--- src/hdl/match_self_coherence_score_unit_defines.svh ---
// Assertion macros shared by the match self coherence score unit
`ifndef MATCH_SELF_COHERENCE_SCORE_UNIT_DEFINES_SVH
`define MATCH_SELF_COHERENCE_SCORE_UNIT_DEFINES_SVH

// Same-cycle implication, checked outside reset
`define MSC_ASSERT_NOW(label, ante, cons, msg) \
  label: assert property (@(posedge clk) disable iff (rst) (ante) |-> (cons)) \
    else $error(msg);

// Next-cycle implication, checked outside reset
`define MSC_ASSERT_NEXT(label, ante, cons, msg) \
  label: assert property (@(posedge clk) disable iff (rst) (ante) |=> (cons)) \
    else $error(msg);

`endif

--- src/hdl/msc_div.sv ---
// Pipelined restoring divider, one quotient bit per stage, with overflow flag
module msc_div #(
  parameter int NUM_W  = 38,
  parameter int DEN_W  = 23,
  parameter int QW     = 26,
  parameter int SIDE_W = 1
) (
  input  logic              clk,
  input  logic              rst,
  input  logic              en,
  input  logic              in_valid,
  input  logic [NUM_W-1:0]  num,
  input  logic [DEN_W-1:0]  den,
  input  logic [SIDE_W-1:0] side_in,
  output logic              out_valid,
  output logic [QW-1:0]     quo,
  output logic              sat,
  output logic [SIDE_W-1:0] side_out
);
  localparam int W = (NUM_W > DEN_W + QW) ? NUM_W : DEN_W + QW;

  logic [W-1:0]      rem [0:QW-1];
  logic [DEN_W-1:0]  dv  [0:QW-1];
  logic [QW-1:0]     q   [0:QW];
  logic              s   [0:QW];
  logic              v   [0:QW];
  logic [SIDE_W-1:0] sd  [0:QW];

  // entry stage: flag quotients that do not fit
  always_ff @(posedge clk) begin
    if (rst) begin
      v[0] <= 1'b0;
    end else if (en) begin
      v[0] <= in_valid;
    end
  end

  always_ff @(posedge clk) begin
    if (en) begin
      rem[0] <= W'(num);
      dv[0]  <= den;
      q[0]   <= '0;
      s[0]   <= W'(num) >= (W'(den) << QW);
      sd[0]  <= side_in;
    end
  end

  // one quotient bit per stage, most significant first
  for (genvar j = 0; j < QW; j++) begin : g_stage
    localparam int K = QW - 1 - j;
    logic [W-1:0] trial;
    logic         ge;

    assign trial = W'(dv[j]) << K;
    assign ge    = rem[j] >= trial;

    always_ff @(posedge clk) begin
      if (rst) begin
        v[j+1] <= 1'b0;
      end else if (en) begin
        v[j+1] <= v[j];
      end
    end

    // lower bits are still zero here, so set bit K by an or
    always_ff @(posedge clk) begin
      if (en) begin
        q[j+1]  <= q[j] | (QW'(ge) << K);
        s[j+1]  <= s[j];
        sd[j+1] <= sd[j];
      end
    end

    if (j < QW - 1) begin : g_rem
      always_ff @(posedge clk) begin
        if (en) begin
          rem[j+1] <= ge ? rem[j] - trial : rem[j];
          dv[j+1]  <= dv[j];
        end
      end
    end
  end

  assign out_valid = v[QW];
  assign quo       = q[QW];
  assign sat       = s[QW];
  assign side_out  = sd[QW];

endmodule

--- config.mk ---
export PLATFORM = sky130hd
export DESIGN_NAME = msc_div
export DESIGN_NICKNAME = d
export VERILOG_FILES = /design/src/hdl/match_self_coherence_score_unit_defines.svh /design/src/hdl/msc_div.sv
export SDC_FILE = /design/constraint.sdc
export NUM_CORES = 2
export LEC_CHECK = 0
export BUFFER_PORTS_ARGS = -buffer_cell sky130_fd_sc_hd__buf_2
export CAP_MARGIN = 20
export CORE_MARGIN = 1.5
export CORE_UTILIZATION = 60
export CTS_BUF_LIST = sky130_fd_sc_hd__clkbuf_4 sky130_fd_sc_hd__clkbuf_8
export DETAILED_ROUTE_END_ITERATION = 16
export PLACE_DENSITY = 0.82
export SETUP_SLACK_MARGIN = 0.2
export SYNTH_ARGS = -nofsm -noshare
export SYNTH_HDL_FRONTEND = slang
export SYNTH_SLANG_ARGS = --single-unit
--- constraint.sdc ---
create_clock -name clk -period 3.9 [get_ports clk]
set_input_delay 0.585 -clock clk [delete_from_list [all_inputs] [get_ports clk]]
set_output_delay 0.585 -clock clk [all_outputs]
set_load 0.005 [all_outputs]
Word level (Yosys, flattened, before mapping):

Memory sizes are Yosys's and may differ from the RTL's.
Cells that the tools add are included.

* register bits: 0
* latch bits: 0
* bits in writable memories: 2655
* bits in read-only memories: 0
* output and inout port bits: 29
* memories: 6

Memory list
* rem: depth 26, bits a word 49, read ports 26, clocked after Yosys merged registers in 0, wr ports 26, line msc_div.sv:22 `logic [W-1:0] rem [0:QW-1];`
* q: depth 27, bits a word 26, read ports 27, clocked after Yosys merged registers in 0, wr ports 27, line msc_div.sv:24 `logic [QW-1:0] q [0:QW];`
* dv: depth 26, bits a word 23, read ports 26, clocked after Yosys merged registers in 0, wr ports 26, line msc_div.sv:23 `logic [DEN_W-1:0] dv [0:QW-1];`
* s: depth 27, bits a word 1, read ports 27, clocked after Yosys merged registers in 0, wr ports 27, line msc_div.sv:25 `logic s [0:QW];`
* sd: depth 27, bits a word 1, read ports 27, clocked after Yosys merged registers in 0, wr ports 27, line msc_div.sv:27 `logic [SIDE_W-1:0] sd [0:QW];`
* v: depth 27, bits a word 1, read ports 27, clocked after Yosys merged registers in 0, wr ports 27, line msc_div.sv:26 `logic v [0:QW];`

* add/subtract/negate cells: 25
* $mul: 0
* divide/modulo/power cells: 0
* order comparisons: 27
* equality and inequality tests: 0
* shift-type cells: 0
* multiplexer cells: 58
* bitwise logic cells: 53
* reduce and logical (&&, ||, !) cells: 0

Operator list (number)
* $mux W49: 25
* $ge A38 B49 Y1: 1
* $ge A49 B23 Y1: 1
* $ge A49 B24 Y1: 1
* $ge A49 B25 Y1: 1
* $ge A49 B26 Y1: 1
* $ge A49 B27 Y1: 1
* $ge A49 B28 Y1: 1
* $ge A49 B29 Y1: 1
* $ge A49 B30 Y1: 1
* $ge A49 B31 Y1: 1
* $ge A49 B32 Y1: 1
* $ge A49 B33 Y1: 1
* $ge A49 B34 Y1: 1
* $ge A49 B35 Y1: 1
* $ge A49 B36 Y1: 1
* $ge A49 B37 Y1: 1
* $ge A49 B38 Y1: 1
* $ge A49 B39 Y1: 1
* $ge A49 B40 Y1: 1
* $ge A49 B41 Y1: 1
* $ge A49 B42 Y1: 1
* $ge A49 B43 Y1: 1
* $ge A49 B44 Y1: 1
* 57 further kinds: 115

Depth between registers and ports, before layout:

* word-level depth: 4
* gate-level depth with buffers: 15
* gate-level depth less buffers: 14

Worst setup path after synthesis:

Ideal clock, no wire load.

* kind: reg-to-reg
* start: memory rem[1][426] (netlist name)
* end: memory rem[1][471] (netlist name), data pin
* library setup time: 0.259 ns
* arrival: 3.360 ns
* required time: 3.641 ns
* path slack: 0.281 ns
* stages on the path, launching flop included: 11
* buffers on the path: 1
* clock period less this slack: 3.619 ns
* path through: edfxtp_1 > or4_4 > or3_4 > or4_1 > or3_1 > or4_1 > buf_2 > and2_4 > nor2b_4 > and2_1 > xor2_1

RTL lines (line)
* start, declared: msc_div.sv:22

==> flow_summary.ini <==
[clock_tree]
cts_inserted_buffers = 383
cts.sinks = 2293
clock_latency_ns = 1.09
clockRootBuffer = clkbuf_8
cts.path.max_buffers = 4
clkSlewWorstSetupHoldPaths_ns = 0.06
htreeDepth = 5
cts_tree = yes

[drt]
firstDrtPassIters = 6
routedWlPerCell_microns = 21.00
drc = 0
via_per_inst = 5.995
vias = 76940
maxUsedRoutingLayer = met5
met3_wirelength_microns = 17190
drt_iter0_drc = 6753
wl_microns = 269500
met1_length_microns = 111500
drtAntennaViolNets = 0
route.met2.wl_microns = 129300

[power]
power_mw = 86.06
power.leakage_nw = 49.26
vdd_drop_max_mv = 0.3723
p_per_area_nw_per_um2 = 671.7

[logic_synthesis]
synth-warning-count = 0
synth_common_cells = edfxtp_1 (2,293), inv_1 (766), a21oi_1 (688)
synth_cell_types = 86
synth_edf_count = 2293
synthesis.nets = 10167
synth_top_area_frac = 0.6010
synth_area_sq_um = 114600
synth_most_common_cell = edfxtp_1
yosys.area.top_type = edfxtp_1
synth_area_leaders = edfxtp_1 (60%), ha_1 (6.6%), xnor2_1 (3.1%)
synth_area_per_cell_sq_um = 12.09
synth_cells = 9476
synthArstFlopShare = 0
ys_ff_latch = 2293
ys_seq_area_frac = 0.6010
synth_ff_type = edfxtp_1

[floorplanning]
start_util = 0.6031
core_area_sq_um = 190000
die_w_microns = 440.0
die_h_microns = 440.0
io_pins = 95
rows = 160
die_area_sq_um = 193600

[critical_path]
path_depth = 10
cp_cell_sequence = ha_1 -> and3_1 -> nor3b_1 -> o31ai_2 -> a21o_1 -> a21oi_1 -> a31oi_4 -> a2111oi_0 -> nand3_1 -> xnor2_1
reg2reg_to = rem[0][734]$_DFFE_PP_
critPathTopFamily = compound AO/OA/AOI/OAI gates
crit_path_top_delay_cell = a2111oi_0
worst-path-max-fanout = 13
crit_arrival_ns = 4.46
startpoint_type = flop
worstRegToRegCells = 10
critPathMaxStageDelay_ns = 0.61
r2r_setup_slack_ns = 0.24
r2r_start = rem[0][657]$_DFFE_PP_
end_kind = flop
critical_path_buf_inv_count = 0
crit_required_ns = 4.70
path_class = reg2reg

[placed_design]
io_buffer_count = 94
dp_hpwl_microns = 200800
gp_congestion = 0.9479
place_ws_ns = -0.5949

[finish]
drive_gt1_frac = 0.1124
fillers = 13524
nets = 10726
area_growth_pct = 11.83

[min_path]
worstHoldPathType = in2reg
hp-start = rst
hold_end = v[6][0]$_DFFE_PP_
min_path_cells = 4

[grt]
grt_antenna_before_repair = 13
grt_use_total = 0.2747
grt_pass1_vias = 75005
grt_pass1_wl_microns = 415900
overflow = 0
grt_max_degree = 120

[timing]
fin_hold_ws_ns = 0.1605
period_share = 0.9372
finalClockSkew_ns = 0.06527
setup_slack_ns = 0.2447
grt_setup_unrepaired = true
max_slew_margin = 0.3496
worst_slew_pin_slew_ns = 0.9667
setup_viol = 0
maxSlewViolCount = 0
min_period_ns = 3.655
fmax_mhz = 273.6
final_hold_viol_count = 0

[status]
status = complete, no violations

[flow_run]
cap_viol_max_count = 0
worst min-delay path, delay by kind of cell:
kind,cells,cell delay (ns)
buf+inv,2,0.28
simple gates,2,0.21
worst max path at each step:
stage                            endpoint                  start
global placement    rem[0][730]$_DFFE_PP_  rem[0][673]$_DFFE_PP_
detailed placement  rem[0][730]$_DFFE_PP_  rem[0][673]$_DFFE_PP_
CTS                 rem[0][730]$_DFFE_PP_  rem[0][673]$_DFFE_PP_
finish              rem[0][734]$_DFFE_PP_  rem[0][657]$_DFFE_PP_
floorplan           rem[1][471]$_DFFE_PP_  rem[1][426]$_DFFE_PP_
global route        rem[0][536]$_DFFE_PP_  rem[0][458]$_DFFE_PP_
flip-flops by register name (all words and copies together) (netlist names):
name / flops
v: 27
s: 27
sd: 27
rem: 1263
dv: 598
q: 351
kinds of logic (layout without fill, tap and decap cells):
group / after synthesis / after routing / synth area share
and+or+nand+nor: 2544 / 2544 / 0.1112
DFF: 2293 / 2293 / 0.6010
AOI/OAI and AO/OA: 2154 / 2154 / 0.1173
buffers and inverters: 1005 / 1836 / 0.03306
xor gates and xnor gates: 748 / 748 / 0.05718
adders and majority gates: 625 / 625 / 0.06989
muxes: 107 / 107 / 0.01041
other: 0 / 16 / 0
metrics by stage:
step                setup TNS [ns]  cell area, sq um  instances  utilization
floorplan                        0            114600       9476            -
global placement            -7.612            119600      12068       0.6293
detailed placement          -7.876            119600      12068       0.6293
CTS                              0            127500      12789       0.6710
global route                     0            128100      12827       0.6743
finish                           0            128100      12834       0.6744
power by group:
part	leakage, nW	switching [mW]	total (mW)	internal [mW]
logic	23.3	16.6	28.9	12.3
registers	22.2	3.57	36.8	33.2
clock network	3.78	9.31	20.4	11.0
total	49.3	29.5	86.1	56.5
layer usage:
layer  vias up  global-route usage
met4         6              0.1158
met3       724             0.04358
met5         -                   0
met2      2837              0.4585
met1     36944              0.3580
li1      36429                   -
cell type report:
| class | count | area, sq um | area share |
|---|---|---|---|
| sequential | 2293 | 68860 | 0.5374 |
| multi-input combinational | 6178 | 42470 | 0.3315 |
| tap | 2511 | 3142 | 0.02452 |
| antenna | 16 | 40.04 | 0.0003125 |
| timing repair buffer | 408 | 3533 | 0.02758 |
| inverter | 771 | 2897 | 0.02261 |
| clock inverter | 174 | 1134 | 0.008847 |
| clock buffer | 483 | 6053 | 0.04724 |
timing repair:
action	in CTS	in global routing
endpoints found under the setup margin	125	271
cloned	0	1
setup buffers	0	28
resized for setup	17	87
endpoints found under the hold margin	69	0
pin swaps	0	23
hold buffers	64	0
cell usage in the layout, fill, tap and decap left out, drive strengths merged, types with 343 or more instances in the layout:
cell type / n
ha: 600
xor2: 345
nand2: 649
inv: 773
nor2: 618
o21ai: 523
xnor2: 403
a21oi: 688
clkbuf: 484
buf: 343
edfxtp: 2293
Note: power is estimated with default switching activity, not from simulation.
