==> src/hdl/match_self_coherence_score_unit_defines.svh <==
// Assertion macros shared by the match self coherence score unit
`ifndef MATCH_SELF_COHERENCE_SCORE_UNIT_DEFINES_SVH
`define MATCH_SELF_COHERENCE_SCORE_UNIT_DEFINES_SVH

// Same-cycle implication, checked outside reset
`define MSC_ASSERT_NOW(label, ante, cons, msg) \
  label: assert property (@(posedge clk) disable iff (rst) (ante) |-> (cons)) \
    else $error(msg);

// Next-cycle implication, checked outside reset
`define MSC_ASSERT_NEXT(label, ante, cons, msg) \
  label: assert property (@(posedge clk) disable iff (rst) (ante) |=> (cons)) \
    else $error(msg);

`endif

==> src/hdl/msc_pkg.sv <==
// Shared widths, register indexes and bundle types of the self coherence score unit
package msc_pkg;

  localparam int FRAC_BITS = 14;
  localparam int AREA_W    = 22;
  localparam int COORD_W   = 16;
  localparam int TOL_W     = 16;
  localparam int EV_W      = 16;
  localparam int RFRAC     = 16;
  localparam int RATIO_QW  = TOL_W + 10;
  localparam int QUO_W     = FRAC_BITS + 2;
  localparam int SQ_W      = 2 * COORD_W;
  localparam int ROOT_W    = COORD_W + 9;
  localparam int CFG_W     = AREA_W;
  localparam int IDX_W     = 2;

  localparam logic [IDX_W-1:0] REG_NOISE    = 2'd0;
  localparam logic [IDX_W-1:0] REG_SIZE_TOL = 2'd1;
  localparam logic [IDX_W-1:0] REG_POS_TOL  = 2'd2;

  localparam logic [AREA_W-1:0] NOISE_RST    = 22'd3072;
  localparam logic [TOL_W-1:0]  SIZE_TOL_RST = 16'd256;
  localparam logic [TOL_W-1:0]  POS_TOL_RST  = 16'd5120;

  typedef struct packed {
    logic [AREA_W-1:0] num;
    logic [AREA_W:0]   den;
    logic              num_pos;
    logic [SQ_W-1:0]   dx2;
    logic [SQ_W-1:0]   dy2;
  } front_t;

endpackage

==> src/hdl/msc_sqrt.sv <==
// Pipelined integer square root of the scaled squared distance, one root bit per stage
module msc_sqrt (
  input  logic                       clk,
  input  logic                       rst,
  input  logic                       en,
  input  logic                       in_valid,
  input  logic [msc_pkg::SQ_W-1:0]   dx2,
  input  logic [msc_pkg::SQ_W-1:0]   dy2,
  output logic                       out_valid,
  output logic [msc_pkg::ROOT_W-1:0] root
);
  import msc_pkg::*;

  localparam int R = 2 * ROOT_W;

  logic [R-1:0]      rem [0:ROOT_W-1];
  logic [ROOT_W-1:0] rt  [0:ROOT_W];
  logic              v   [0:ROOT_W];
  logic [SQ_W:0]     sq;

  assign sq = {1'b0, dx2} + {1'b0, dy2};

  // entry stage: sum of squares in Q.8 squared
  always_ff @(posedge clk) begin
    if (rst) begin
      v[0] <= 1'b0;
    end else if (en) begin
      v[0] <= in_valid;
    end
  end

  always_ff @(posedge clk) begin
    if (en) begin
      rem[0] <= R'({sq, 16'b0});
      rt[0]  <= '0;
    end
  end

  // settle one root bit per stage
  for (genvar j = 0; j < ROOT_W; j++) begin : g_stage
    localparam int B = ROOT_W - 1 - j;
    logic [R-1:0] cand;
    logic         ge;

    assign cand = (R'(rt[j]) << (B + 1)) | (R'(1) << (2 * B));
    assign ge   = rem[j] >= cand;

    always_ff @(posedge clk) begin
      if (rst) begin
        v[j+1] <= 1'b0;
      end else if (en) begin
        v[j+1] <= v[j];
      end
    end

    // lower root bits are still zero here, so set bit B by an or
    always_ff @(posedge clk) begin
      if (en) begin
        rt[j+1] <= rt[j] | (ROOT_W'(ge) << B);
      end
    end

    if (j < ROOT_W - 1) begin : g_rem
      always_ff @(posedge clk) begin
        if (en) begin
          rem[j+1] <= ge ? rem[j] - cand : rem[j];
        end
      end
    end
  end

  assign out_valid = v[ROOT_W];
  assign root      = rt[ROOT_W];

endmodule

==> config.mk <==
export PLATFORM = sky130hd
export DESIGN_NAME = msc_sqrt
export DESIGN_NICKNAME = d
export VERILOG_FILES = /design/src/hdl/match_self_coherence_score_unit_defines.svh /design/src/hdl/msc_pkg.sv /design/src/hdl/msc_sqrt.sv
export SDC_FILE = /design/constraint.sdc
export NUM_CORES = 2
export LEC_CHECK = 0
export BUFFER_PORTS_ARGS = -buffer_cell sky130_fd_sc_hd__buf_2
export CAP_MARGIN = 20
export CORE_ASPECT_RATIO = 1.1
export CORE_MARGIN = 3
export CORE_UTILIZATION = 45
export DETAILED_ROUTE_END_ITERATION = 8
export PLACE_DENSITY = 0.63
export SYNTH_ARGS = -nofsm -noshare
export SYNTH_HDL_FRONTEND = slang
export SYNTH_SLANG_ARGS = --single-unit
==> constraint.sdc <==
create_clock -name clk -period 6.1 [get_ports clk]
set_clock_uncertainty 0.1 [all_clocks]
set_input_delay 0.305 -clock clk [delete_from_list [all_inputs] [get_ports clk]]
set_output_delay 0.305 -clock clk [all_outputs]
set_load 0.05 [all_outputs]
-- Yosys cells after proc, flatten, opt, wreduce, memory -nomap -nowiden
Memory sizes are Yosys's and may differ from the RTL's.
Index checks and enable logic that the tools add are counted.
- $add $sub $neg: 25
- order comparisons: 25
- muxes and demuxes: 56
- bitwise logic cells: 51
- operator list (kind ; count):
    50-bit 2-to-1 mux ; 24
    50-bit by 26-bit greater-or-equal comparator with 1-bit output ; 1
    50-bit by 27-bit greater-or-equal comparator with 1-bit output ; 1
    50-bit by 28-bit greater-or-equal comparator with 1-bit output ; 1
    50-bit by 29-bit greater-or-equal comparator with 1-bit output ; 1
    50-bit by 30-bit greater-or-equal comparator with 1-bit output ; 1
    50-bit by 31-bit greater-or-equal comparator with 1-bit output ; 1
    50-bit by 32-bit greater-or-equal comparator with 1-bit output ; 1
    50-bit by 33-bit greater-or-equal comparator with 1-bit output ; 1
    50-bit by 34-bit greater-or-equal comparator with 1-bit output ; 1
    50-bit by 35-bit greater-or-equal comparator with 1-bit output ; 1
    50-bit by 36-bit greater-or-equal comparator with 1-bit output ; 1
    50-bit by 37-bit greater-or-equal comparator with 1-bit output ; 1
    50-bit by 38-bit greater-or-equal comparator with 1-bit output ; 1
    50-bit by 39-bit greater-or-equal comparator with 1-bit output ; 1
    50-bit by 40-bit greater-or-equal comparator with 1-bit output ; 1
    50-bit by 41-bit greater-or-equal comparator with 1-bit output ; 1
    50-bit by 42-bit greater-or-equal comparator with 1-bit output ; 1
    50-bit by 43-bit greater-or-equal comparator with 1-bit output ; 1
    50-bit by 44-bit greater-or-equal comparator with 1-bit output ; 1
    50-bit by 45-bit greater-or-equal comparator with 1-bit output ; 1
    50-bit by 46-bit greater-or-equal comparator with 1-bit output ; 1
    50-bit by 47-bit greater-or-equal comparator with 1-bit output ; 1
    50-bit by 48-bit greater-or-equal comparator with 1-bit output ; 1
    54 further kinds ; 110
- register bits: 0
- memory bits (writable): 1926
- input bits: 68
- output and inout bits: 26
- logic and storage cells: 160
- memories: 3
- memory list (name ; depth ; bits a word ; rd ports ; clocked after memory_dff ; write ports ; RTL line ; text):
    rem ; 25 ; 50 ; 25 ; 0 ; 25 ; msc_sqrt.sv:16 ; logic [R-1:0] rem [0:ROOT_W-1];
    rt ; 26 ; 25 ; 26 ; 0 ; 26 ; msc_sqrt.sv:17 ; logic [ROOT_W-1:0] rt [0:ROOT_W];
    v ; 26 ; 1 ; 26 ; 0 ; 26 ; msc_sqrt.sv:18 ; logic v [0:ROOT_W];

-- Depth between registers and ports, before layout
- word-level depth: 4
- mapped depth: 15
- gate-level depth less buffers: 14

-- Least setup slack after synthesis
OpenSTA, ideal clock, no wires.
- path kind: register to register
- start: memory rem[2][66] (netlist bit)
- end: memory rem[2][145] (netlist bit) (data pin)
- arrival: 3.186 ns
- data required time: 5.734 ns
- slack: 2.548 ns
- cell stages (with the launch flop): 13
- buffers on the path: 1
- path through: edfxtp_1 -> ha_1 -> fa_1 -> a211o_1 -> o211ai_1 -> a21oi_1 -> a211o_1 -> a2111oi_2 -> or4_1 -> clkbuf_1 -> or3_1 -> nor3_1 -> xor2_1
- RTL lines (item ; RTL line):
    from (decl) ; msc_sqrt.sv:16

==> summary.txt <==
CTS tree = done
Worst IR Drop VDD = 0.000311 V
Ys Warns = 0
Switching share of power = 28.3%
Clock power frac = 32.1%
Sequential share of the synthesized area = 58.8%
Sequential share of power = 48.0%
Io pins = 94
Worst EP required = 6.49 ns
Clk Latency, worst-skew pair = 0.77 ns
Post-cts sizing count = 0
Antenna-violating nets left = 0
DR vias = 40699
Iter 0 DRT Violations = 2457
Final wirelength = 131000 um
Fill cells = 11938
DIE AREA = 146000 sq um
WS Path Type = reg -> reg
Fin Setup TNS = 0 ns
Synth cell types = 82
# DRC = 0
Max cap viols = 0
Number of synthesized register bits = 1249
Combinational Power Share = 19.9%
Die width = 365 um
Clk buf depth = 3
WL per Instance = 17.4 um
GRT Util Overall = 17.9%
Pint = 17.6 mW
Core area = 140000 sq um
Relative slew margins = 26.8%
H-tree levels = 4
Count leader, synth = edfxtp_1
Top_reg_cell synth = edfxtp_1
Worst min path class = in -> reg
Share of cells above drive strength 1 = 7.24%
Vias in the first global route = 40707
PwrDens = 344 nW/um^2
Hold Vio Cnt, Final = 0
Starting Density = 45.4%
Finished Layout Cells = 7486
Status = finished clean
List of most frequent post-synthesis cells = 1249 x edfxtp_1, 410 x nand2_1, 405 x inv_1
Final Cycle Share = 73.1%
Syn Std Cell Area = 63700 sq um
Syn avg cell area = 12.0 sq um
Die Y = 401 um
Port buffer count = 93
Post-DR vias/cell = 5.44
GRT overflow = 0
Pin count of the biggest net entering global routing = 171
Hold depth = 1
Worst-margin pin slew = 1.07 ns
# setup viols final = 0
Post-layout minimum cycle time = 4.46 ns
Yosys top cell by area = edfxtp_1
Placer Congestion = 0.887
Top cell type's share of synthesized area = 58.8%
Root Buffer = clkbuf_16
# diodes = 0
EDFF count, synth = 1249
Antenna violations before repair = 1
Fin util = 51.0%
Post-CTS setup buffer count = 0
Reg clk slew, reported paths = 0.06 ns
R2R depth = 13
Row count = 144
Synth area leaders = edfxtp_1 59%, ha_1 7.1%, xor2_1 3.6%, xnor2_1 3.5%, o21ai_0 2.6%
Ys async rst share = 0%
Post-DP HPWL = 96300 um
Max Freq = 0.224 GHz
Cells after synthesis = 5319
Synth-to-Final Area Change = 12.3%
Cells after DPL = 7185
Arrival @ worst endpoint = 4.85 ns
Element type at the critical path end = register
Number of CTS-inserted buffers = 131
Startpoint Class = register
Final net count = 6004
NetSw = 6.97 mW
Post-CTS Hold Buffers = 71
Slew Limit Fails = 0
RSZ-0062 raised after global routing = no
Cell leakage power = 27.1 nW
Router iterations before antenna repair = 5
First-pass GRT wire length = 210000 um
Clock tree sinks = 1249
Crit Path Max Fanout = 5
cells in the final DEF, fill, tap and decap left out, types with 16 or more instances in the layout:
cell and count:
clkbuf_16 131, a211oi_1 39, nor4b_1 21, clkinv_1 24
and2_1 53, inv_1 405, o21bai_1 37, or2_2 30
nor3_1 144, nand2b_1 79, buf_4 31, a21oi_1 274
nand2_1 410, nor2b_1 48, o21ai_0 332, nand4b_1 20
dlygate4sd3_1 71, mux2_2 34, a21o_1 121, or4_1 35
xor2_1 261, nor4_1 110, a31oi_1 25, o31ai_1 51
nor3b_1 18, nand3b_1 18, o211ai_1 16, nand4_1 60
o21a_1 60, clkbuf_1 23, ha_1 363, buf_2 92
xnor2_1 255, nor2_1 308, or3_1 53, nand3_1 96
and3_1 30, edfxtp_1 1249
metrics by stage:
stage	setup WS [ns]	instance area (sq um)	power, mW	hold slack, ns
after floorplan	2.55	63800	15.3	0.300
after global placement	1.75	66600	16.7	0.301
after detailed placement	1.69	66600	16.8	0.305
after CTS	1.68	71600	24.9	0.0114
after global routing	1.25	71600	25.9	0.0371
final	1.64	71600	24.6	0.0323
routing by layer:
metal / global-route usage (%) / part of all wire [%] / vias to the layer above
met4: 6.39 / 3.2 / 0
met5: 0 / 0 / -
met3: 2.86 / 3.7 / 262
met1: 20.9 / 41 / 19419
li1: - / - / 20178
met2: 33.0 / 52 / 840
worst paths after layout:
kind / start / to / slack, ns
worst max-delay path: rt[1][57]$_DFFE_PP_ / rem[2][190]$_DFFE_PP_ / 1.64
worst min-delay path: en / rem[1][242]$_DFFE_PP_ / 0.03
worst max register to register: rt[1][57]$_DFFE_PP_ / rem[2][190]$_DFFE_PP_ / 1.64
worst min register to register: rem[0][37]$_DFFE_PP_ / rem[0][87]$_DFFE_PP_ / 0.32
cells by family after synthesis:
| logic type | Yosys count | share of synthesized area [%] |
|---|---|---|
| AND/OR/NAND/NOR | 1562 | 12.5 |
| flip-flops | 1249 | 58.8 |
| AO/OA/AOI/OAI | 1079 | 10.5 |
| XOR/XNOR | 516 | 7.09 |
| buffers and inverters | 499 | 2.97 |
| adder cells (fa/ha/maj) | 371 | 7.38 |
| multiplexers | 42 | 0.734 |
| other | 1 | 0.00588 |
power by group through the flow:
stage               Clock, mW  Sequential [mW]  Combinational (mW)
floorplan                   0             11.7                3.62
CTS                      8.13             11.8                4.91
detailed placement          0             12.0                4.81
global route             8.49             11.9                5.52
finish                   7.90             11.8                4.90
global placement            0             12.0                4.75
flip-flops by register name, indices dropped and copies added (netlist names):
register,flops
rem,898
v,26
rt,325
cell type report:
type | count | area [sq um] | area share, %
repair buffers | 204 | 1590 | 2.22
clock buffers | 154 | 3360 | 4.70
multi-input cells | 3572 | 24400 | 34.1
clock inverters | 75 | 905 | 1.26
flip-flops and latches | 1249 | 37500 | 52.4
inverters | 407 | 1530 | 2.13
well taps | 1825 | 2280 | 3.19
critical path, stage by stage, from the launching register on:
cell       delay [ns]
edfxtp_1         0.41
inv_1            0.08
ha_1             0.19
inv_1            0.06
fa_1             0.39
nand2b_1         0.16
a21oi_1          0.42
a211oi_1         0.22
nor2_1           0.44
a211oi_4         0.15
a2111oi_0        0.90
nand2_1          0.30
nor3_1           0.27
xor2_1           0.09
Power figures use the tool's default switching activity.
