==> config.mk <==
export PLATFORM = sky130hd
export DESIGN_NAME = msc_front
export DESIGN_NICKNAME = d
export VERILOG_FILES = /design/src/hdl/match_self_coherence_score_unit_defines.svh /design/src/hdl/msc_pkg.sv /design/src/hdl/msc_front.sv
export SDC_FILE = /design/constraint.sdc
export NUM_CORES = 2
export LEC_CHECK = 0
export ABC_AREA = 1
export BUFFER_PORTS_ARGS = -buffer_cell sky130_fd_sc_hd__buf_4
export CORE_MARGIN = 3
export CORE_UTILIZATION = 40
export CTS_CLUSTER_SIZE = 30
export DETAILED_ROUTE_END_ITERATION = 8
export GPL_TIMING_DRIVEN = 1
export PLACE_DENSITY = 0.63
export SLEW_MARGIN = 20
export SYNTH_ARGS = -nofsm -noshare
export SYNTH_HDL_FRONTEND = slang
export SYNTH_SLANG_ARGS = --single-unit
==> constraint.sdc <==
create_clock -name clk -period 6.4 [get_ports clk]
set_clock_uncertainty 0.2 [all_clocks]
set_input_delay 0.64 -clock clk [delete_from_list [all_inputs] [get_ports clk]]
set_output_delay 0.64 -clock clk [all_outputs]
set_load 0.05 [all_outputs]
==> src/hdl/match_self_coherence_score_unit_defines.svh <==
// Assertion macros shared by the match self coherence score unit
`ifndef MATCH_SELF_COHERENCE_SCORE_UNIT_DEFINES_SVH
`define MATCH_SELF_COHERENCE_SCORE_UNIT_DEFINES_SVH

// Same-cycle implication, checked outside reset
`define MSC_ASSERT_NOW(label, ante, cons, msg) \
  label: assert property (@(posedge clk) disable iff (rst) (ante) |-> (cons)) \
    else $error(msg);

// Next-cycle implication, checked outside reset
`define MSC_ASSERT_NEXT(label, ante, cons, msg) \
  label: assert property (@(posedge clk) disable iff (rst) (ante) |=> (cons)) \
    else $error(msg);

`endif

==> src/hdl/msc_pkg.sv <==
// Shared widths, register indexes and bundle types of the self coherence score unit
package msc_pkg;

  localparam int FRAC_BITS = 14;
  localparam int AREA_W    = 22;
  localparam int COORD_W   = 16;
  localparam int TOL_W     = 16;
  localparam int EV_W      = 16;
  localparam int RFRAC     = 16;
  localparam int RATIO_QW  = TOL_W + 10;
  localparam int QUO_W     = FRAC_BITS + 2;
  localparam int SQ_W      = 2 * COORD_W;
  localparam int ROOT_W    = COORD_W + 9;
  localparam int CFG_W     = AREA_W;
  localparam int IDX_W     = 2;

  localparam logic [IDX_W-1:0] REG_NOISE    = 2'd0;
  localparam logic [IDX_W-1:0] REG_SIZE_TOL = 2'd1;
  localparam logic [IDX_W-1:0] REG_POS_TOL  = 2'd2;

  localparam logic [AREA_W-1:0] NOISE_RST    = 22'd3072;
  localparam logic [TOL_W-1:0]  SIZE_TOL_RST = 16'd256;
  localparam logic [TOL_W-1:0]  POS_TOL_RST  = 16'd5120;

  typedef struct packed {
    logic [AREA_W-1:0] num;
    logic [AREA_W:0]   den;
    logic              num_pos;
    logic [SQ_W-1:0]   dx2;
    logic [SQ_W-1:0]   dy2;
  } front_t;

endpackage

==> src/hdl/msc_front.sv <==
// Front stages: area ratio operands, coordinate deltas and their squares
module msc_front (
  input  logic                        clk,
  input  logic                        rst,
  input  logic                        en,
  input  logic                        in_valid,
  input  logic [msc_pkg::AREA_W-1:0]  noise_area,
  input  logic [msc_pkg::AREA_W-1:0]  landmark_area,
  input  logic [msc_pkg::COORD_W-1:0] landmark_x,
  input  logic [msc_pkg::COORD_W-1:0] landmark_y,
  input  logic [msc_pkg::AREA_W-1:0]  object_area,
  input  logic [msc_pkg::COORD_W-1:0] object_x,
  input  logic [msc_pkg::COORD_W-1:0] object_y,
  output logic                        out_valid,
  output msc_pkg::front_t             out
);
  import msc_pkg::*;

  logic signed [AREA_W+1:0]  diff;
  logic                      land_big;
  logic [AREA_W-1:0]         num_c;
  logic [AREA_W:0]           den_c;
  logic                      pos_c;
  logic signed [COORD_W:0]   dx_c;
  logic signed [COORD_W:0]   dy_c;

  logic                      v1;
  logic [AREA_W-1:0]         num1;
  logic [AREA_W:0]           den1;
  logic                      pos1;
  logic signed [COORD_W:0]   dx1;
  logic signed [COORD_W:0]   dy1;
  logic signed [2*COORD_W+1:0] dxs;
  logic signed [2*COORD_W+1:0] dys;

  // pick numerator and divisor by which area is larger
  always_comb begin
    diff     = $signed({2'b00, landmark_area}) - $signed({2'b00, noise_area});
    land_big = landmark_area > object_area;
    if (land_big) begin
      num_c = diff[AREA_W-1:0];
      pos_c = diff > 0;
      den_c = {1'b0, object_area};
    end else begin
      num_c = object_area;
      pos_c = object_area != '0;
      den_c = {1'b0, landmark_area} + {1'b0, noise_area};
    end
    dx_c = $signed({landmark_x[COORD_W-1], landmark_x})
         - $signed({object_x[COORD_W-1], object_x});
    dy_c = $signed({landmark_y[COORD_W-1], landmark_y})
         - $signed({object_y[COORD_W-1], object_y});
  end

  assign dxs = dx1 * dx1;
  assign dys = dy1 * dy1;

  // first stage valid
  always_ff @(posedge clk) begin
    if (rst) begin
      v1 <= 1'b0;
    end else if (en) begin
      v1 <= in_valid;
    end
  end

  // first stage payload
  always_ff @(posedge clk) begin
    if (en) begin
      num1 <= num_c;
      den1 <= den_c;
      pos1 <= pos_c;
      dx1  <= dx_c;
      dy1  <= dy_c;
    end
  end

  // second stage valid
  always_ff @(posedge clk) begin
    if (rst) begin
      out_valid <= 1'b0;
    end else if (en) begin
      out_valid <= v1;
    end
  end

  // second stage: squares of the deltas
  always_ff @(posedge clk) begin
    if (en) begin
      out.num     <= num1;
      out.den     <= den1;
      out.num_pos <= pos1;
      out.dx2     <= dxs[SQ_W-1:0];
      out.dy2     <= dys[SQ_W-1:0];
    end
  end

endmodule

# == Word-level counts from Yosys, hierarchy flattened ==
# Cells that the tools add are included.
# classes
div_mod_pow,0
add_sub_neg,4
eq_ne,0
n_bitwise,0
muxes,3
mul,2
shifts,0
n_lt_le_gt_ge,2
n_reduce_logical,1
# op_table
operator,n
multiplier 17 x 17 -> 32 bit,2
two-way mux 22 bit,2
subtractor 16 x 16 -> 17 bit,2
adder 22 x 22 -> 23 bit,1
"greater-than comparator 23 x 1 -> 1 bit, second input constant",1
subtractor 22 x 22 -> 23 bit,1
greater-than comparator 22 bit,1
nonzero test 22 bit,1
two-way mux 1 bit,1
# word_totals
mem_bits_rw,0
latchBits,0
word_cells,25
ff_bits,192
romBits,0
in_bits,134
mem_count,0
out_inout_bits,111

# == Logic depth before layout (Yosys ltp) ==
# logic_depth
depth_word,3
depth_mapped,28
depth_no_buf,27

# == Worst setup path after synthesis ==
# Ideal clock, no wire load.
# synth_path
path_type,flip-flop to flip-flop
from,reg dy1[16]
to,"reg out[28] (netlist bit), data pin"
t_arrival_ns,5.661
n_path_buf,2
slack_ns,0.274
synth_period_minus_slack_ns,6.126
setup_ns,0.265
stages_incl_launch_ff,18
t_required_ns,5.935
cell_sequence,edfxtp_1 -> clkbuf_1 -> buf_1 -> nand2_1 -> inv_1 -> fa_1 -> inv_1 -> fa_1 -> inv_1 -> fa_1 -> fa_1 -> fa_1 -> fa_1 -> ha_1 -> nand2_1 -> or4_1 -> o21ai_0 -> xor2_1
# synth_between
elab_chain_len,1
# synth_rtl
item,line,source
from (decl),msc_front.sv:32,logic signed [COORD_W:0] dy1;
from (signal assigned),msc_front.sv:74,dy1 <= dy_c;
multiplier 17 x 17 -> 32 bit,msc_front.sv:56,assign dys = dy1 * dy1;
net dys[28],msc_front.sv:34,logic signed [2*COORD_W+1:0] dys;
to (decl),msc_front.sv:15,output msc_pkg::front_t out
# The timed path passes the listed nets, and every way through them passes these cells.
# A chain may end at the register's enable or synchronous reset.

# == Worst setup path in the final report ==
# layout_path
from,reg dy1[3]
to,"reg out[24] (netlist bit), data pin"
# Same word-level chain as after synthesis.

==> results.md <==
- Antenna violations before repair: 10
- Pre-antenna DRT Iters: 5
- Synth unique cells: 59
- Worst slew pin tran: 854 ps
- Area taken by flip-flops and latches: 5690 µm²
- Die area: 79900 µm²
- Total half-perimeter wirelength after legalization and detailed placement: 64.7 mm
- DR DRC count: 0
- Buffer type at the clock tree root: sky130_fd_sc_hd__clkbuf_16
- Number of clock sinks: 190
- EDFF count, synth: 188
- Cell chain of the critical path: buf_6 > nand2_1 > inv_1 > fa_1 > inv_1 > fa_1 > inv_1 > fa_1 > fa_1 > fa_1 > inv_1 > fa_1 > inv_1 > ha_1 > a21oi_1 > o21a_1 > o221ai_1 > a21oi_1 > o21ai_0 > xor2_1
- Final number of hold-violating endpoints: 0
- Startpoint types: flip-flop
- Cell area after layout: 34600 µm²
- Cell type with the highest occurrence count on the critical path: sky130_fd_sc_hd__fa_1
- RSZ-0062 raised after global routing: false
- Worst slew margin: 0.431
- Final worst setup slack: 246 ps
- Filler cells: 7340
- Dominant synthesized flop cell: sky130_fd_sc_hd__edfxtp_1
- Sequential share of the synthesized area: 0.186
- Final critical-path required period: 6150 ps
- Via-per-instance ratio: 4.71
- Final net count: 4677
- DP Worst Slack: 73.9 ps
- Max-slew violation count: 0
- Number of global-route vias before repair: 23900
- Critical path buffer and inverter count: 6
- Async S/R FF share, synth: 0
- # IOs: 245
- Flop and latch count out of synthesis: 190
- Global router's overall resource usage: 0.198
- Later-pin clock latency in the skew report: 500 ps
- Number of synthesis warnings: 0
- Arrival time of the worst setup path: 6200 ps
- Final hold slack: 97.9 ps
- Largest fanout of any net on the critical path: 12
- First-pass GRT wire length: 124 mm
- Max-cap viol count: 0
- Yosys top cell area share: 0.337
- Maximum clock rate: 0.162 GHz
- Category of cells accounting for the largest share of critical-path delay: adder cells
- TritonCTS clock tree: built
- Via total after detailed routing: 22600
- Clk slew on worst S/H paths: 90 ps
- Starting utilization of the core area: 0.407
- IO buf count: 242
- Number of instances in the synthesized netlist: 3509
- Worst Path Class, Setup: reg -> reg
- Most area-consuming cells after synthesis: sky130_fd_sc_hd__fa_1 (34%), sky130_fd_sc_hd__edfxtp_1 (18%), sky130_fd_sc_hd__inv_1 (12%), sky130_fd_sc_hd__ha_1 (11%), sky130_fd_sc_hd__nand2_1 (8.1%)
- Die width: 283 µm
- Core region area: 75200 µm²
- Detail-routed net length per standard cell: 15.8 µm
- Result of the run: complete, no violations
- Worst-path cell with the longest stage delay: sky130_fd_sc_hd__edfxtp_1
- Data required time of the critical path: 6450 ps
- Final WL: 75.6 mm
- Post-place instance area: 33700 µm²
- Placement row count: 100
- Multi-input combinational cell area: 20700 µm²
- Path type of the worst min-delay path: in -> reg
- Mean cell area of the mapped netlist: 8.73 µm²
- Number of setup violations in the final report: 0
- H-tree levels: 4
- Most area-hungry cell type in the Yosys netlist: sky130_fd_sc_hd__fa_1
- Maximum single-stage delay on the critical path: 540 ps
- Layout cells sized above 1: 0.117
- Area growth from synthesis to layout: 13.0%
- Detailed router's first-iteration violation count: 1304
- Pin count of the biggest net entering global routing: 103
- Total grt overflow: 0
- Post-cts hold buffer count: 0
- Num CTS Buffers: 17
- Number of routed nets with antenna violations: 0
- Longest Clk Path Bufs: 2
- Floorplan die height: 283 µm
- Type of destination of the critical path: flip-flop
- Tcrit/Tclk final: 0.962
- Global placer's final weighted congestion: 0.916
- Setup TNS: 0 ps
- Most frequent cell after synthesis: sky130_fd_sc_hd__inv_1
- Post-synthesis instance area: 30600 µm²
- Synth cell count leaders: sky130_fd_sc_hd__inv_1 (1001), sky130_fd_sc_hd__nand2_1 (658), sky130_fd_sc_hd__fa_1 (516)
==> stage by stage <==
stage	std cells	util
floorplan	3510	-
global route	4796	0.460
detailed placement	4728	0.448
finish	4800	0.460
global placement	4728	0.448
CTS	4760	0.456
==> path summary, 6_finish.rpt <==
kind | start | end | slack (ps) | cells after the start
worst max register to register | dy1[3]$_DFFE_PP_ | out[24]$_DFFE_PP_ | 250 | 20
worst min register to register | den1[1]$_DFFE_PP_ | out[66]$_DFFE_PP_ | 220 | 0
worst min-delay path | rst | v1$_SDFFE_PP0P_ | 100 | 2
worst max-delay path | dy1[3]$_DFFE_PP_ | out[24]$_DFFE_PP_ | 250 | 20
==> layout make-up <==
type | count | area share
Clock buffer | 19 | 0.0125
Tap cell | 1020 | 0.0369
Clock inverter | 13 | 0.00419
Antenna cell | 4 | 0.000289
Inverter | 1013 | 0.110
Sequential cell | 190 | 0.164
Multi-Input combinational cell | 2206 | 0.598
Timing Repair Buffer | 335 | 0.0734
==> registers in the layout (all words and copies together), names as in the netlist <==
signal / cells
out: 108
dx1: 17
den1: 23
dy1: 17
num1: 22
pos1: 1
v1: 1
out_valid: 1
==> per-layer routing <==
metal,share of wire,global-route usage
met1,0.44,0.262
met2,0.46,0.327
met3,0.071,0.0456
met4,0.024,0.0581
met5,0.0011,0
==> placed cells by master (no fill, tap or decap), types with 3 or more instances in the layout <==
master and instances:
sky130_fd_sc_hd__a211oi_1 4, sky130_fd_sc_hd__a21o_1 12, sky130_fd_sc_hd__a21oi_1 140, sky130_fd_sc_hd__a21oi_2 7, sky130_fd_sc_hd__a31o_2 3, sky130_fd_sc_hd__a31oi_1 7, sky130_fd_sc_hd__and3_1 3, sky130_fd_sc_hd__buf_4 331
sky130_fd_sc_hd__clkbuf_16 17, sky130_fd_sc_hd__diode_2 4, sky130_fd_sc_hd__edfxtp_1 188, sky130_fd_sc_hd__fa_1 514, sky130_fd_sc_hd__ha_1 262, sky130_fd_sc_hd__inv_1 1001, sky130_fd_sc_hd__inv_2 10, sky130_fd_sc_hd__inv_6 4
sky130_fd_sc_hd__inv_8 4, sky130_fd_sc_hd__nand2_1 657, sky130_fd_sc_hd__nand2_2 16, sky130_fd_sc_hd__nand3_1 69, sky130_fd_sc_hd__nand3_2 4, sky130_fd_sc_hd__nand4_1 31, sky130_fd_sc_hd__nor2_1 135, sky130_fd_sc_hd__nor2_2 7
sky130_fd_sc_hd__nor3_1 11, sky130_fd_sc_hd__nor3_2 4, sky130_fd_sc_hd__nor4_1 8, sky130_fd_sc_hd__o211ai_1 6, sky130_fd_sc_hd__o21a_1 4, sky130_fd_sc_hd__o21ai_0 92, sky130_fd_sc_hd__o21ai_1 11, sky130_fd_sc_hd__o21ai_2 5
sky130_fd_sc_hd__o21bai_1 17, sky130_fd_sc_hd__or2_2 8, sky130_fd_sc_hd__xnor2_1 50, sky130_fd_sc_hd__xor2_1 88
==> kinds of logic (layout without fill, tap and decap cells) <==
logic type | count (synthesis) | in the layout | synth area share
fa+ha+maj | 780 | 780 | 0.445
xor+xnor | 139 | 139 | 0.0400
other cells | 1 | 6 | 0.000122
buf+inv | 1114 | 1380 | 0.139
flops | 190 | 190 | 0.186
compound gates | 320 | 320 | 0.0590
simple gates | 965 | 965 | 0.131
==> repair_timing <==
item	4_1_cts	5_1_grt
endpoints found under the setup margin	0	22
hold endpoints to repair	0	0
gates resized for setup	0	12
buffers inserted	0	36
Power is left out: the tool's default activity adds up to more than one toggle a clock period on the data nets, which glitch-free logic cannot reach.
